### config.mk
export PLATFORM = sky130hd
export DESIGN_NAME = hsct_cmp
export DESIGN_NICKNAME = d
export VERILOG_FILES = /design/src/hdl/hsct_pkg.sv /design/src/hdl/hsct_cmp.sv
export SDC_FILE = /design/constraint.sdc
export NUM_CORES = 1
export LEC_CHECK = 0
export BUFFER_PORTS_ARGS = -buffer_cell sky130_fd_sc_hd__buf_2
export CORE_AREA = 2 2 139 141
export DETAILED_ROUTE_END_ITERATION = 10
export DIE_AREA = 0 0 141 143
export GPL_TIMING_DRIVEN = 0
export PLACE_DENSITY = 0.63
export RECOVER_POWER = 25
export REMOVE_ABC_BUFFERS = 1
export SYNTH_ARGS = -nofsm -noshare
export SYNTH_HDL_FRONTEND = slang
export SYNTH_SLANG_ARGS = --single-unit
### constraint.sdc
create_clock -name vclk -period 18.4
set_clock_uncertainty 0.1 [all_clocks]
set_input_delay 3.68 -clock vclk [all_inputs]
set_output_delay 3.68 -clock vclk [all_outputs]
set_load 0.1 [all_outputs]
### src/hdl/hsct_pkg.sv
`timescale 1ns / 1ps
// ----------------------------------------------------------------------------
// hsct_pkg
// Shared sizes, codes and beat types of the sparse histogram cell table.
// ----------------------------------------------------------------------------
package hsct_pkg;

  localparam int MAX_DIMS   = 15;
  localparam int MAX_CELLS  = 1024;
  localparam int BIN_BITS   = 8;
  localparam int COUNT_BITS = 24;
  localparam int FRAC_BITS  = 16;

  localparam int CELL_BITS = $clog2(MAX_CELLS);
  localparam int USED_BITS = CELL_BITS + 1;
  localparam int KEY_W     = MAX_DIMS * BIN_BITS;
  localparam int DIM_BITS  = 4;
  localparam int P_BITS    = FRAC_BITS + COUNT_BITS;
  localparam int CUM_BITS  = COUNT_BITS + 1;

  localparam logic [COUNT_BITS-1:0] COUNT_MAX = {COUNT_BITS{1'b1}};
  localparam logic [USED_BITS-1:0]  CELLS_MAX = USED_BITS'(MAX_CELLS);

  typedef enum logic [1:0] {
    OP_INSERT = 2'd0,
    OP_QUERY  = 2'd1,
    OP_DRAW   = 2'd2,
    OP_CLEAR  = 2'd3
  } op_t;

  typedef enum logic [1:0] {
    KIND_INSERT = 2'd0,
    KIND_QUERY  = 2'd1,
    KIND_DRAW   = 2'd2,
    KIND_CLEAR  = 2'd3
  } kind_t;

  typedef enum logic [3:0] {
    S_IDLE,
    S_SCAN,
    S_UPD,
    S_MUL,
    S_TOP,
    S_WALK,
    S_FETCH,
    S_FETCH2,
    S_EMIT
  } state_t;

  typedef struct packed {
    logic [1:0]           op;
    logic [BIN_BITS-1:0]  bin_index;
    logic [FRAC_BITS-1:0] draw_fraction;
  } item_t;

  typedef struct packed {
    logic [1:0]            kind;
    logic [CELL_BITS-1:0]  cell_index;
    logic [COUNT_BITS-1:0] cell_count;
    logic [COUNT_BITS-1:0] total_samples;
    logic                  found;
    logic                  table_full;
  } result_t;

  typedef struct packed {
    logic                key_match;
    logic                le_mid;
    logic                lt_cur;
    logic [CUM_BITS-1:0] cur;
  } cmp_t;

endpackage

### src/hdl/hsct_cmp.sv
`timescale 1ns / 1ps
// ----------------------------------------------------------------------------
// hsct_cmp
// Shared compare unit: key row match and draw midpoint / cumulative tests.
// ----------------------------------------------------------------------------
module hsct_cmp (
  input  logic [hsct_pkg::KEY_W-1:0]      row,
  input  logic [hsct_pkg::KEY_W-1:0]      key,
  input  logic [hsct_pkg::DIM_BITS-1:0]   dims,
  input  logic [hsct_pkg::P_BITS-1:0]     p,
  input  logic [hsct_pkg::CUM_BITS-1:0]   prev,
  input  logic [hsct_pkg::COUNT_BITS-1:0] count,
  output hsct_pkg::cmp_t                  res
);

  localparam int MID_W = hsct_pkg::CUM_BITS + 1 + hsct_pkg::FRAC_BITS;

  logic [hsct_pkg::MAX_DIMS-1:0] hit;
  logic [hsct_pkg::CUM_BITS-1:0] cur;
  logic [MID_W-1:0]              mid;
  logic [MID_W-1:0]              two_p;
  logic [MID_W-1:0]              cur_s;

  always_comb begin
    for (int d = 0; d < hsct_pkg::MAX_DIMS; d++) begin
      hit[d] = (d >= int'(dims)) ||
               (row[d*hsct_pkg::BIN_BITS +: hsct_pkg::BIN_BITS] ==
                key[d*hsct_pkg::BIN_BITS +: hsct_pkg::BIN_BITS]);
    end
  end

  assign cur   = prev + hsct_pkg::CUM_BITS'(count);
  assign mid   = {(MID_W - hsct_pkg::FRAC_BITS)'(prev) +
                  (MID_W - hsct_pkg::FRAC_BITS)'(cur), {hsct_pkg::FRAC_BITS{1'b0}}};
  assign two_p = MID_W'({p, 1'b0});
  assign cur_s = MID_W'({cur, {hsct_pkg::FRAC_BITS{1'b0}}});

  assign res.key_match = &hit;
  assign res.le_mid    = two_p <= mid;
  assign res.lt_cur    = MID_W'(p) < cur_s;
  assign res.cur       = cur;

endmodule

==> results.yml <==
status:
  status: "finished clean"
floorplan:
  start_util: 0.271
  die_y_um: 143
  die_area_um2: 20200
  fp.dieW_um: 141
  core_area_um2: 18600
  ios: 361
  num_rows: 50
synthesis:
  yosys.area_share.adder: 0.255
  synthTopCellsByArea: "ha_1, xnor2_1, xor2_1"
  ys_warn_count: 0
  synth_top_area_share: 0.243
  synth_top_family_by_area: "XOR/XNOR gates"
  synth_area_um2: 5040
  synthSimpleGateAreaFrac: 0.175
  synth_top_cell_by_area: "ha_1"
  synth_cell_types: 52
  ys_seq_area_frac: 0
  synthMuxAreaShare: 0
  synth_compound_area_frac: 0.248
  synth_area_per_cell_um2: 7.55
  synthXorXnorAreaFrac: 0.287
  synth_cells: 668
placed_design:
  placed_area_um2: 7140
  dp_hpwl_um: 22700
  port_buffers: 361
  gp_congestion: 0.942
sta:
  fin_crit_sh: 0.739
  setup_tns_ns: 0
  finalSetupViolCount: 0
  rsz0062_at_grt: "false"
  drv_slew: 0
  layout_min_cycle_time_ns: 13.59
  worst_pin_slew_ns: 1.20
  fmax_mhz: 73.6
  relSlewSlack: 0.201
  finalHoldViolCount: 0
  whs_ns: 7.72
worst_setup_path:
  crit_family: "compound AO/OA/AOI/OAI gates"
  worstPathArrival_ns: 9.81
  path_max_fanout: 6
  startpoint: "prev[0]"
  critical-path-slowest-cell: "a2111oi_0"
  critPathBufInv: 2
  worst_ep_required_time_ns: 14.62
  criticalPathCategory: "input port to output port"
  critical-path-max-stage-delay_ns: 0.46
  end_kind: "output port"
  worstSetupStartpointType: "input port"
cells_and_area:
  utilization: 0.386
  syn_to_final_growth_pct: 42.3
  multiInputGateArea_um2: 4870
  design_area_um2: 7180
  clkbuf_count: 0
  final_nets: 1462
  fill_cells: 2009
  final_common_cell: "buf_2"
  flops_and_latches: 0
  drive_above_1_share: 0.355
  seqCellArea_um2: 0
  final_cell_mix: "buf_2, ha_1, xnor2_1, xor2_1, a21oi_1"
global_routing:
  grt_pass1_wl_um: 33400
  grt_remaining_overflow: 0
  first_global_vias: 5936
  track_usage: 0.220
  antenna_found_initial: 25
  grt_max_degree: 9
detailed_routing:
  first_pass_iters: 5
  antenna_left: 0
  wl_met1_um: 10200
  dr_total_vias: 6353
  post_drt_wl_per_cell_um: 18.8
  met2WireLength_um: 10800
  drtIter0Drc: 371
  routed_wl_um: 24100
  highest_layer: "met5"
  vias_per_cell: 4.96
  drc: 0
  met3_length_um: 2840
pwr:
  design_power_total_w: 0.000444
  power_density_nw_per_um2: 61.9
  power.leakage_nw: 3.71
  irDropWorstVdd_mv: 0.0315
clock_tree:
  hold_buffers: 0
  cts_resized: 0
  cts_setup_buffers: 0
run:
  maxCapViolations: 0
hold_path:
  hold_class: "input port to output port"
  hp-start: "prev[24]"
[stage by stage]
| stage | std cells | worst slack [ns] |
|---|---|---|
| 2_1_floorplan | 666 | 4.40 |
| 3_3_place_gp | 1261 | 4.81 |
| 3_5_place_dp | 1261 | 4.82 |
| 4_1_cts | 1261 | 4.81 |
| 5_1_grt | 1265 | 4.19 |
| 6_report | 1282 | 4.81 |
[worst paths after layout]
check	endpoint	slack, ns	cells after the start
worst max-delay path	res[26]	4.81	26
worst min-delay path	res[24]	7.72	3
[kinds of logic (layout without fill, tap and decap cells)]
logic type | Yosys count | count (layout)
AOI/OAI and AO/OA | 189 | 189
xor gates and xnor gates | 165 | 165
and+or+nand+nor | 165 | 165
adders and majority gates | 102 | 102
buffers and inverters | 47 | 406
other | 0 | 21
[cells in the mapped netlist, types with 4 or more instances]
cell      instances
o21bai_1         12
nand3_1          15
o21ai_0          32
nor2b_1           8
a21o_1           26
nor2_1           27
or3_1             4
a31oi_1           4
nor3_1           17
o211ai_1          6
o21a_1           10
nor4_1           22
a211o_1           7
nand2b_1          4
ha_1             98
nand2_1          24
nand4_1          25
xor2_1           80
inv_1            45
xnor2_1          85
and3_1            7
a21oi_1          56
[report_power, final]
group	internal [W]	leakage [nW]	total, W	switching [W]
registers	0	0	0	0
clock network	0.000000000155	0.000133	0.000000000155	0
logic	0.000162	3.71	0.000444	0.000282
total	0.000162	3.71	0.000444	0.000282
[cell type report]
class,instances,area share
well taps,234,0.0408
inverters,45,0.0235
multi-input cells,621,0.678
repair buffers,361,0.250
diodes,21,0.00732
[metal layers]
layer  up-vias  GRT usage
li1       3222          -
met1      2826      0.307
met2       275      0.355
met3        20     0.0547
met4        10     0.0242
met5         -          0
[tightest hold or removal path: cells and delay by family]
kind / cells / cell delay (ns)
buffers and inverters: 2 / 0.38
xor gates and xnor gates: 1 / 0.07
(Power assumes the default switching activity.)
