<file path="src/hdl/hsct_ram.sv">
`timescale 1ns / 1ps
// ----------------------------------------------------------------------------
// hsct_ram
// Generic one-write one-read RAM with registered read data.
// ----------------------------------------------------------------------------
module hsct_ram #(
  parameter int WIDTH = 8,
  parameter int DEPTH = 16
) (
  input  logic                     clk,
  input  logic                     we,
  input  logic [$clog2(DEPTH)-1:0] waddr,
  input  logic [WIDTH-1:0]         wdata,
  input  logic [$clog2(DEPTH)-1:0] raddr,
  output logic [WIDTH-1:0]         rdata
);

  logic [WIDTH-1:0] mem [DEPTH];

  always_ff @(posedge clk) begin
    if (we) begin
      mem[waddr] <= wdata;
    end
    rdata <= mem[raddr];
  end

endmodule

</file>
<file path="config.mk">
export PLATFORM = sky130hd
export DESIGN_NAME = hsct_ram
export DESIGN_NICKNAME = d
export VERILOG_FILES = /design/src/hdl/hsct_ram.sv
export SDC_FILE = /design/constraint.sdc
export NUM_CORES = 1
export LEC_CHECK = 0
export ABC_AREA = 1
export BUFFER_PORTS_ARGS = -buffer_cell sky130_fd_sc_hd__buf_2
export CORE_MARGIN = 2
export CORE_UTILIZATION = 61
export DETAILED_ROUTE_END_ITERATION = 10
export GPL_ROUTABILITY_DRIVEN = 0
export PLACE_DENSITY_LB_ADDON = 0.05
export RECOVER_POWER = 100
export SYNTH_ARGS = -nofsm -noshare
export SYNTH_HDL_FRONTEND = slang
export SYNTH_SLANG_ARGS = --single-unit
</file>
<file path="constraint.sdc">
create_clock -name clk -period 1.3 [get_ports clk]
set_input_delay 0.13 -clock clk [delete_from_list [all_inputs] [get_ports clk]]
set_output_delay 0.13 -clock clk [all_outputs]
set_load 0.01 [all_outputs]
</file>
==> parameters.txt, run 1 <==
Parameter                              Value

Logic synthesis
  Mux cell area share after synthesis    0
  Total of flip-flops plus latches after synthesis    136
  Simple-gate portion of the synthesized area    0.210
  Leading post-synthesis cells by cell area    sky130_fd_sc_hd__edfxtp_1 67%, sky130_fd_sc_hd__nand2_1 11%, sky130_fd_sc_hd__nand3_1 8.4%, sky130_fd_sc_hd__inv_1 6.5%, sky130_fd_sc_hd__dfxtp_1 2.8%
  Yosys warns    0
  Post-synthesis instance area    5770 um2
  Synth Area in XOR/XNOR    0
  Register area share after synthesis    0.694
  Cells after Synth    551
  Nets in the synthesized netlist    569
  Largest family of logic cells by synthesized area    simple AND/OR/NAND/NOR gates
  Post-synth top area share    0.667
  Compound-Gate Fraction of Synth Area    0
  Post-synthesis cell type with the largest combined area    sky130_fd_sc_hd__edfxtp_1
  Mean cell area of the mapped netlist    10.5 um2
  Adder-cell share of the synthesized area    0
  Netlist cell types    12

Worst setup path
  Worst EP arrival    1030 ps
  Register-to-register setup slack    280 ps
  Worst setup path category    flop to output port
  Capturing element type of the critical path    output port
  Buf/Inv on CP    1
  Critical Path Source Type    flop
  Data required time of the worst path    about 1200 ps
  Stage delay of the slowest cell on the critical path    360 ps
  Slowest cell on the critical path    sky130_fd_sc_hd__dfxtp_1
  Highest fanout seen on the critical path    1
  Largest delay contributor family on the critical path    flip-flops
  Cell Chain, Critical Path    clkbuf_1

Clock network
  Cts hold-fix bufs    1
  CTS tree    yes
  Clock Latency Late Sink    520 ps
  Number of setup buffers added after CTS    0
  Worst-path clk slew    60 ps
  Clock Path Buffers    2
  Num CTS Buffers    17
  Post-cts sizing count    0
  Clk sink count    136
  Number of H-tree branching levels    4
  Master cell of the clock root buffer    sky130_fd_sc_hd__clkbuf_8

Detailed routing
  Routed wirelength normalized by instance count    around 18 um
  Number of nets with antenna violations after detailed routing    0
  First-iteration detailed-routing DRC count    240
  Average vias per placed instance    5.33
  Via count of the routed design    3,873
  Count of TritonRoute iterations in the first routing pass    5
  Wire length after detailed routing    around 13,000 um
  DRC violations left    0

Place
  Area after DPL    6150 um2
  Place WS    93.3 ps
  Cells after DPL    693
  HPWL Detailed    7930 um
  Number of buffers inserted by port buffering    25

Power
  Leakage power figure    2.84 nW
  PnR Total Power    10.3 mW
  Maximum vdd drop    0.000807 V
  Power density relative to cell area    around 1500 nW/um2

Global route
  Via count of the first global-routing pass    3,844
  Met3 track utilization from global routing    0.0594
  Met1 track demand over resource in global routing    0.356
  Global-route total usage across every layer    0.275
  First-pass GRT wire length    between 20,000 and 25,000 um
  Number of antenna violations at the first check in global routing    0
  GRT Residual Overflow    0
  Maximum number of pins on one net before global-route repair    38
  Fraction of met2 tracks used by global routing    0.453
  Global-route layer with the greatest usage    met2

STA
  Max-slew violations    0
  Worst-case clock skew    7.56 ps
  Setup repair after global routing missed its margin    false
  Slew headroom    0.354
  Least-Margin Pin Slew    969 ps
  Final period util    0.893
  Worst hold slack    66.9 ps
  Minimum period implied by the final worst setup slack    1160 ps
  Final setup slack of the worst path    139 ps
  Final-report hold violation count    0
  Maximum clock frequency    around 0.86 GHz
  Final setup violation count    0
  Setup TNS Final    0 ps

Layout
  Final nets    620
  Share of layout cells above drive strength 1    0.0829
  Antenna Diode Count    0
  Non-filler instance count after layout    roughly 730
  Post-route cell area    6670 um2
  Final cell utilization of the core    0.725
  Area Overhead vs Synth    15.6%

Job
  Maximum Capacitance Violations    0

Min path
  Tightest Hold Check Type    primary input to flop

Floorplanning
  Initial Utilization    0.627
  Die X    101 um
  Placeable core area    9200 um2
  Overall die area    10,200 um2
  Die boundary height    101 um
  Number of cell rows    35
  Number of top-level pins    26

Run status
  Run status    complete, no violations
cells in the final DEF, fill, tap and decap left out:
cell type	netlist	layout
sky130_fd_sc_hd__clkinvlp_4	0	5
sky130_fd_sc_hd__clkbuf_16	0	16
sky130_fd_sc_hd__buf_4	4	9
sky130_fd_sc_hd__inv_2	2	2
sky130_fd_sc_hd__inv_6	0	3
sky130_fd_sc_hd__nand3b_1	2	2
sky130_fd_sc_hd__bufinv_16	0	3
sky130_fd_sc_hd__clkinv_1	0	2
sky130_fd_sc_hd__clkinv_2	0	1
sky130_fd_sc_hd__buf_12	0	5
sky130_fd_sc_hd__dlygate4sd3_1	0	1
sky130_fd_sc_hd__nor2_1	17	17
sky130_fd_sc_hd__clkinv_4	0	1
sky130_fd_sc_hd__dfxtp_1	8	8
sky130_fd_sc_hd__buf_2	13	5
sky130_fd_sc_hd__edfxtp_1	128	128
sky130_fd_sc_hd__inv_1	100	100
sky130_fd_sc_hd__clkbuf_8	0	1
sky130_fd_sc_hd__clkbuf_1	0	36
sky130_fd_sc_hd__nand3_1	97	97
sky130_fd_sc_hd__nand2_1	173	173
synthesized netlist by cell type:
library cell,count
sky130_fd_sc_hd__buf_1,1
sky130_fd_sc_hd__edfxtp_1,128
sky130_fd_sc_hd__nor2_1,17
sky130_fd_sc_hd__nand3b_1,2
sky130_fd_sc_hd__buf_2,13
sky130_fd_sc_hd__buf_4,4
sky130_fd_sc_hd__buf_6,6
sky130_fd_sc_hd__inv_1,100
sky130_fd_sc_hd__nand3_1,97
sky130_fd_sc_hd__nand2_1,173
sky130_fd_sc_hd__dfxtp_1,8
sky130_fd_sc_hd__inv_2,2
state kept, by name, indices dropped and copies added, names as in the netlist:
register  count
mem         128
rdata         8
per-layer routing:
layer | vias to the layer above | routed length (um)
met3 | 21 | 786
met2 | 147 | 6470
met4 | 0 | 250
met5 | - | 0
li1 | 1875 | -
met1 | 1830 | 5400
where the power goes:
part	switching (mW)	internal, mW	leakage, nW
clock	1.81	2.92	0.272
sequential	0.0314	4.90	1.22
combinational	0.434	0.191	1.35
total	2.27	8.02	2.84
final timing paths:
kind | start | depth (start not counted) | end
setup / recovery | rdata[0]$_DFF_P_ | 1 | rdata[0]
hold / removal | raddr[2] | 4 | rdata[0]$_DFF_P_
setup reg to reg | mem[5][5]$_DFFE_PP_ | 6 | rdata[5]$_DFF_P_
hold reg to reg | mem[14][4]$_DFFE_PP_ | 6 | rdata[4]$_DFF_P_
worst min-delay path, cell delays in order:
cell	delay (ps)
sky130_fd_sc_hd__buf_2	180
sky130_fd_sc_hd__nand3_1	110
sky130_fd_sc_hd__nand3_1	70
sky130_fd_sc_hd__nand2_1	60
logic make-up (layout without fill, tap and decap cells):
kind of cell  Yosys count  count (layout)
simple gates          289             289
flops                 136             136
buf+inv               126             190
layout make-up:
cell class	instances	area (um2)
clock buffer	17	414
clock inverter	15	175
timing repair buffer	56	338
sequential	136	4000
inverter	102	383
tap	111	139
multi-input combinational	289	1210
fill	682	2530
No activity file was read; power rests on OpenSTA's default activity.
==> run 2, diff against run 1 <==
ABC_CLOCK_PERIOD_IN_PS = 1250   (was not set)
clock period = 1.25 ns   (was 1.3 ns; I/O delays follow)
==> run 2 against run 1 <==
Effect of this change:
- clock-buffer cell count increased by 1
- largest cell class unchanged
- clock power rose by 1%
- combinational power up 6.2%
- non-clock buffer count rose by 3
- hold slack got worse by 27 ps
==> parameters.txt, run 2 (synthesis results as in run 1) <==
Parameter                              Value

Worst setup path
  Stage delay of the slowest cell on the critical path    340 ps
  Capturing element type of the critical path    output port
  Buf/Inv on CP    1
  Data required time of the worst path    1120 ps
  Cell Chain, Critical Path    clkbuf_1
  Worst EP arrival    approximately 1000 ps
  Highest fanout seen on the critical path    1
  Critical Path Source Type    flop
  Largest delay contributor family on the critical path    flip-flops
  Worst setup path category    flop to output port
  Slowest cell on the critical path    sky130_fd_sc_hd__dfxtp_1

Global route
  Via count of the first global-routing pass    3,778
  Maximum number of pins on one net before global-route repair    31
  Met1 track demand over resource in global routing    0.347
  Met3 track utilization from global routing    0.0538
  First-pass GRT wire length    19,700 um
  GRT Residual Overflow    0
  Number of antenna violations at the first check in global routing    0
  Global-route layer with the greatest usage    met2
  Global-route total usage across every layer    0.267
  Fraction of met2 tracks used by global routing    0.449

Layout
  Area Overhead vs Synth    16.0%
  Most frequent cells in the layout    173 x sky130_fd_sc_hd__nand2_1, 128 x sky130_fd_sc_hd__edfxtp_1, 100 x sky130_fd_sc_hd__inv_1, 97 x sky130_fd_sc_hd__nand3_1, 36 x sky130_fd_sc_hd__clkbuf_1
  Largest registers ranked by flip-flop count    mem (128), rdata (8)
  Share of layout cells above drive strength 1    0.0906
  Final nets    623
  Flip-flop count of the largest register, all copies and words added    128
  Antenna Diode Count    0
  Largest register by flop count    mem
  Final cell utilization of the core    0.727
  Most common cell after layout, fill and taps aside    sky130_fd_sc_hd__nand2_1

Detailed routing
  Via count of the routed design    3,898
  First-iteration detailed-routing DRC count    299
  Routed wirelength normalized by instance count    17.5 um
  DRC violations left    0
  Count of TritonRoute iterations in the first routing pass    5
  Number of nets with antenna violations after detailed routing    0
  Average vias per placed instance    about 5.3
  Wire length after detailed routing    12,700 um

Power
  Leakage power figure    2.86 nW
  Net switching power    2.37 mW
  Gate power share    0.063
  Maximum vdd drop    0.00103 V
  Switching share of power    0.224
  Clock network fraction of total power    0.452
  Power density relative to cell area    1580 nW/um2
  Sequential group share of total power    0.485
  Power Internal    between 8 and 9 mW
  PnR Total Power    ~11 mW

STA
  Least-Margin Pin Slew    891 ps
  Maximum clock frequency    approximately 0.9 GHz
  Max-slew violations    0
  Setup TNS Final    0 ps
  Slew headroom    0.406
  Final setup violation count    0
  Worst-case clock skew    6.71 ps
  Setup repair after global routing missed its margin    false
  Final period util    0.910
  Final-report hold violation count    0
  Minimum period implied by the final worst setup slack    1140 ps

Floorplanning
  Initial Utilization    0.627
  Die boundary height    101 um
  Overall die area    10,200 um2
  Number of top-level pins    26
  Die X    101 um
  Number of cell rows    35
  Placeable core area    9200 um2

Place
  Number of buffers inserted by port buffering    25
  HPWL Detailed    7850 um

Clock network
  CTS tree    yes
  Clock Latency Late Sink    ~520 ps
  Clk sink count    around 140
  Worst-path clk slew    approximately 60 ps
  Post-cts sizing count    0
  Num CTS Buffers    17
  Number of setup buffers added after CTS    0
  Number of H-tree branching levels    4
  Master cell of the clock root buffer    sky130_fd_sc_hd__clkbuf_8
  Clock Path Buffers    2

Min path
  Tightest Hold Check Type    primary input to flop

Job
  Maximum Capacitance Violations    0

Run status
  Run status    complete, no violations
-- run 2: cell types whose count changed in the layout (fill, tap and decap cells not counted) --
cell | previous run | this run
sky130_fd_sc_hd__buf_12 | 5 | 6
sky130_fd_sc_hd__clkinv_1 | 2 | 0
sky130_fd_sc_hd__clkinvlp_4 | 5 | 4
sky130_fd_sc_hd__clkinv_4 | 1 | 3
sky130_fd_sc_hd__buf_4 | 9 | 11
sky130_fd_sc_hd__clkbuf_8 | 1 | 2
sky130_fd_sc_hd__clkinv_2 | 1 | 3
sky130_fd_sc_hd__bufinv_16 | 3 | 2
sky130_fd_sc_hd__inv_6 | 3 | 2
-- run 2: what timing repair did --
action                                  in CTS  in global routing
endpoints found under the setup margin       0                  0
hold endpoints to repair                     8                  0
hold buffers                                 1                  0
-- run 2: final timing paths --
path / slack, ps / depth (start not counted) / start / end
setup / recovery: 110 / 1 / rdata[0]$_DFF_P_ / rdata[0]
hold / removal: 40 / 4 / raddr[2] / rdata[0]$_DFF_P_
hold reg to reg: 670 / 6 / mem[13][5]$_DFFE_PP_ / rdata[5]$_DFF_P_
setup reg to reg: 210 / 6 / mem[7][3]$_DFFE_PP_ / rdata[3]$_DFF_P_
-- run 2: power groups by stage --
stage / clock network (mW) / registers (mW) / logic (mW)
after global placement: 0 / 5.22 / 0.662
final: 4.78 / 5.13 / 0.664
after detailed placement: 0 / 5.22 / 0.676
after CTS: 4.83 / 5.12 / 0.690
after floorplan: 0 / 5.23 / 0.360
after global routing: 5.01 / 5.14 / 0.732
-- run 2: layout make-up --
type	instances	area [um2]
Fill cell	693	2510
Sequential cell	136	4000
Tap cell	111	139
Timing Repair Buffer	59	373
Clock inverter	14	149
Inverter	102	383
Clock buffer	18	428
Multi-Input combinational cell	289	1210
-- run 2: through the flow --
step           hold slack, ps  instance area, um2  worst slack, ps  cells
2_1_floorplan             224                5770              174    551
3_5_place_dp              479                6190             38.8    696
5_1_grt                  45.1                6690             89.1    729
3_3_place_gp              472                6190             50.3    696
4_1_cts                  12.6                6770              133    729
6_report                 39.5                6690              112    729
-- run 2: layer usage --
| metal | share of wire | vias up | routed length, um |
|---|---|---|---|
| met5 | 0 | - | 0 |
| met4 | 0.016 | 0 | 210 |
| met3 | 0.062 | 23 | 785 |
| met2 | 0.51 | 122 | 6470 |
| met1 | 0.41 | 1869 | 5260 |
| li1 | - | 1884 | - |
==> run 3, diff against run 2 <==
ABC_AREA = not set   (was 1)
CORE_UTILIZATION = 63   (was 61)
CTS_BUF_LIST = sky130_fd_sc_hd__clkbuf_4   (was not set)
==> run 3 against run 2 <==
Effect of this change:
- combinational power shrank 20%
- non-clock buffer count rose by 6
- utilization up 2.6 points
- clock skew increased by 10 ps
- global-route usage decreased by 3.3 points
- clock-buffer cell count stayed put
- maximum frequency is 12% lower
- flip-flop and latch count unchanged
- register-to-register slack got worse by 260 ps
- cell count shrank 43%
- design area down 12%
- the run now ends with negative setup slack left
==> parameters.txt, run 3 <==
Parameter                              Value

Run status
  Run status    finished with violations
  Violated checks    negative setup slack

Power
  Power density relative to cell area    1450 nW/um2
  PnR Total Power    8.52 mW
  Maximum vdd drop    0.00127 V
  Leakage power figure    between 1.5 and 2 nW

Layout
  Most frequent cells in the layout    128 x sky130_fd_sc_hd__edfxtp_1, 43 x sky130_fd_sc_hd__clkbuf_1, 28 x sky130_fd_sc_hd__mux4_2, 18 x sky130_fd_sc_hd__clkbuf_4, 13 x sky130_fd_sc_hd__nor2_1
  Area Overhead vs Synth    14.3%
  Antenna Diode Count    0
  Filler Cells Inserted    495
  Largest registers ranked by flip-flop count    mem (128), rdata (8)
  Final nets    321
  Largest register by flop count    mem
  Most common cell after layout, fill and taps aside    sky130_fd_sc_hd__edfxtp_1
  Share of layout cells above drive strength 1    0.266
  Non-filler instance count after layout    418
  Flip-flop count of the largest register, all copies and words added    128

STA
  Final period util    1.04
  Final setup slack of the worst path    -45.1 ps
  Slew headroom    0.378
  Final setup violation count    2
  Setup repair after global routing missed its margin    true
  Max-slew violations    0
  Worst-case clock skew    16.9 ps
  Least-Margin Pin Slew    slightly above 900 ps
  Worst hold slack    195 ps
  Minimum period implied by the final worst setup slack    1300 ps
  Final-report hold violation count    0
  Maximum clock frequency    about 0.77 GHz

Global route
  Global-route total usage across every layer    0.235
  First-pass GRT wire length    14,500 um
  Number of antenna violations at the first check in global routing    0
  GRT Residual Overflow    0
  Maximum number of pins on one net before global-route repair    21
  Via count of the first global-routing pass    between 2,000 and 3,000

Worst setup path
  Critical Path Source Type    flop
  Critical R2R Capture    rdata[1]$_DFF_P_
  Highest fanout seen on the critical path    1
  R2r startpoint    mem[11][1]$_DFFE_PP_
  Stage delay of the slowest cell on the critical path    530 ps
  Capturing element type of the critical path    flop
  Slowest cell on the critical path    sky130_fd_sc_hd__mux4_2
  Data required time of the worst path    1650 ps
  Register-to-register setup slack    -50 ps
  Worst setup path category    flop to flop
  Cell depth of the worst flop-to-flop path    3
  Worst EP arrival    1700 ps
  Cell Chain, Critical Path    mux4_2 > a22oi_2 > nand2_1

Detailed routing
  First-iteration detailed-routing DRC count    around 210
  Wire length after detailed routing    9250 um
  Routed wirelength normalized by instance count    22.1 um
  Count of TritonRoute iterations in the first routing pass    5
  DRC violations left    0
  Average vias per placed instance    5.96
  Number of nets with antenna violations after detailed routing    0
  Via count of the routed design    2,490

Clock network
  Clk sink count    136
  Clock Latency Late Sink    490 ps
  Clock Path Buffers    2
  Number of H-tree branching levels    4
  Worst-path clk slew    120 ps
  Number of setup buffers added after CTS    0
  Master cell of the clock root buffer    sky130_fd_sc_hd__clkbuf_4
  Num CTS Buffers    17
  CTS tree    yes

Min path
  Launch point of the worst hold path    raddr[1]
  Worst hold path cell count    4
  Terminating pin of the worst hold path    rdata[7]$_DFF_P_
  Tightest Hold Check Type    primary input to flop

Logic synthesis
  Post-synthesis instance area    5150 um2
  Async set or reset register ratio after synthesis    0
  Most frequently used flop master after synthesis    sky130_fd_sc_hd__edfxtp_1
  Netlist cell types    19
  Leading post-synthesis cells by cell area    sky130_fd_sc_hd__edfxtp_1 75%, sky130_fd_sc_hd__mux4_2 7.9%, sky130_fd_sc_hd__mux4_1 7.1%, sky130_fd_sc_hd__dfxtp_1 3.1%, sky130_fd_sc_hd__a22oi_1 2.3%
  Nets in the synthesized netlist    between 200 and 250
  Most numerous cell in the Yosys netlist    sky130_fd_sc_hd__edfxtp_1
  Register area share after synthesis    0.778
  Post-synth top area share    0.747
  Most instantiated cells after synthesis    128 x sky130_fd_sc_hd__edfxtp_1, 18 x sky130_fd_sc_hd__mux4_2, 16 x sky130_fd_sc_hd__a22oi_1
  Mean cell area of the mapped netlist    22.5 um2
  Cells after Synth    229
  Count of flip-flops with a built-in enable after synthesis    128
  Post-synthesis cell type with the largest combined area    sky130_fd_sc_hd__edfxtp_1
  Yosys warns    0
  Total of flip-flops plus latches after synthesis    136

Floorplanning
  Initial Utilization    0.659
  Overall die area    8910 um2
  Number of cell rows    32
  Number of top-level pins    26
  Die X    94.4 um
  Placeable core area    7810 um2
  Die boundary height    94.4 um

Place
  Cells after DPL    378
  Place WS    -263 ps
  HPWL Detailed    between 6000 and 7000 um
  Number of buffers inserted by port buffering    25

Job
  Maximum Capacitance Violations    0
[run 3: cell families after synthesis]
logic type | count (synthesis) | synth area share
buffers and inverters | 10 | 0.0168
AND/OR/NAND/NOR | 35 | 0.0318
flip-flops | 136 | 0.778
multiplexers | 32 | 0.150
AO/OA/AOI/OAI | 16 | 0.0233
[run 3: worst max-delay path, delay by kind of cell (launching register included)]
kind | cells | cell delay, ps
AO/OA/AOI/OAI | 1 | 190
multiplexers | 1 | 530
AND/OR/NAND/NOR | 1 | 60
flip-flops | 1 | 420
[run 3: power by group]
part	total [mW]	switching, mW	internal (mW)
registers	5.12	0.0298	5.09
logic	0.531	0.296	0.235
clock network	2.86	1.48	1.39
[run 3: layout make-up]
| cell class | count | area (um2) | share of cell area |
|---|---|---|---|
| sequential | 136 | 4000 | 0.681 |
| clock buffer | 18 | 135 | 0.0230 |
| timing repair buffer | 65 | 377 | 0.0640 |
| tap | 102 | 128 | 0.0217 |
| clock inverter | 14 | 159 | 0.0270 |
| multi-input combinational | 83 | 1080 | 0.184 |
[run 3: through the flow]
| step | utilization | setup TNS (ps) | cell area [um2] |
|---|---|---|---|
| 5_1_grt | 0.753 | -284 | 5880 |
| 3_3_place_gp | 0.722 | -2330 | 5640 |
| 6_report | 0.753 | -75.2 | 5880 |
| 2_1_floorplan | - | -52.9 | 5190 |
| 4_1_cts | 0.772 | -46.4 | 6030 |
| 3_5_place_dp | 0.722 | -3390 | 5640 |
[run 3: worst max-delay path by stage]
stage	start	to	cells past startpoint
final	mem[11][1]$_DFFE_PP_	rdata[1]$_DFF_P_	3
after global routing	mem[10][1]$_DFFE_PP_	rdata[1]$_DFF_P_	3
after CTS	mem[10][1]$_DFFE_PP_	rdata[1]$_DFF_P_	3
after detailed placement	raddr[0]	rdata[1]$_DFF_P_	5
after global placement	raddr[0]	rdata[1]$_DFF_P_	5
after floorplan	raddr[0]	rdata[1]$_DFF_P_	5
[run 3: per-layer routing]
metal	up-vias	GRT usage	share of wire
met2	117	0.361	0.49
met3	6	0.0583	0.062
met5	-	0	0
met1	1254	0.344	0.45
li1	1113	-	-
met4	0	0.0725	0.0055
[run 3: repair_timing]
item / in CTS / in global routing
hold buffers: 8 / 0
gates cloned: 0 / 0
pin swaps: 7 / 5
gates resized for setup: 14 / 8
endpoints found under the hold margin: 124 / 0
endpoints found under the setup margin: 7 / 8
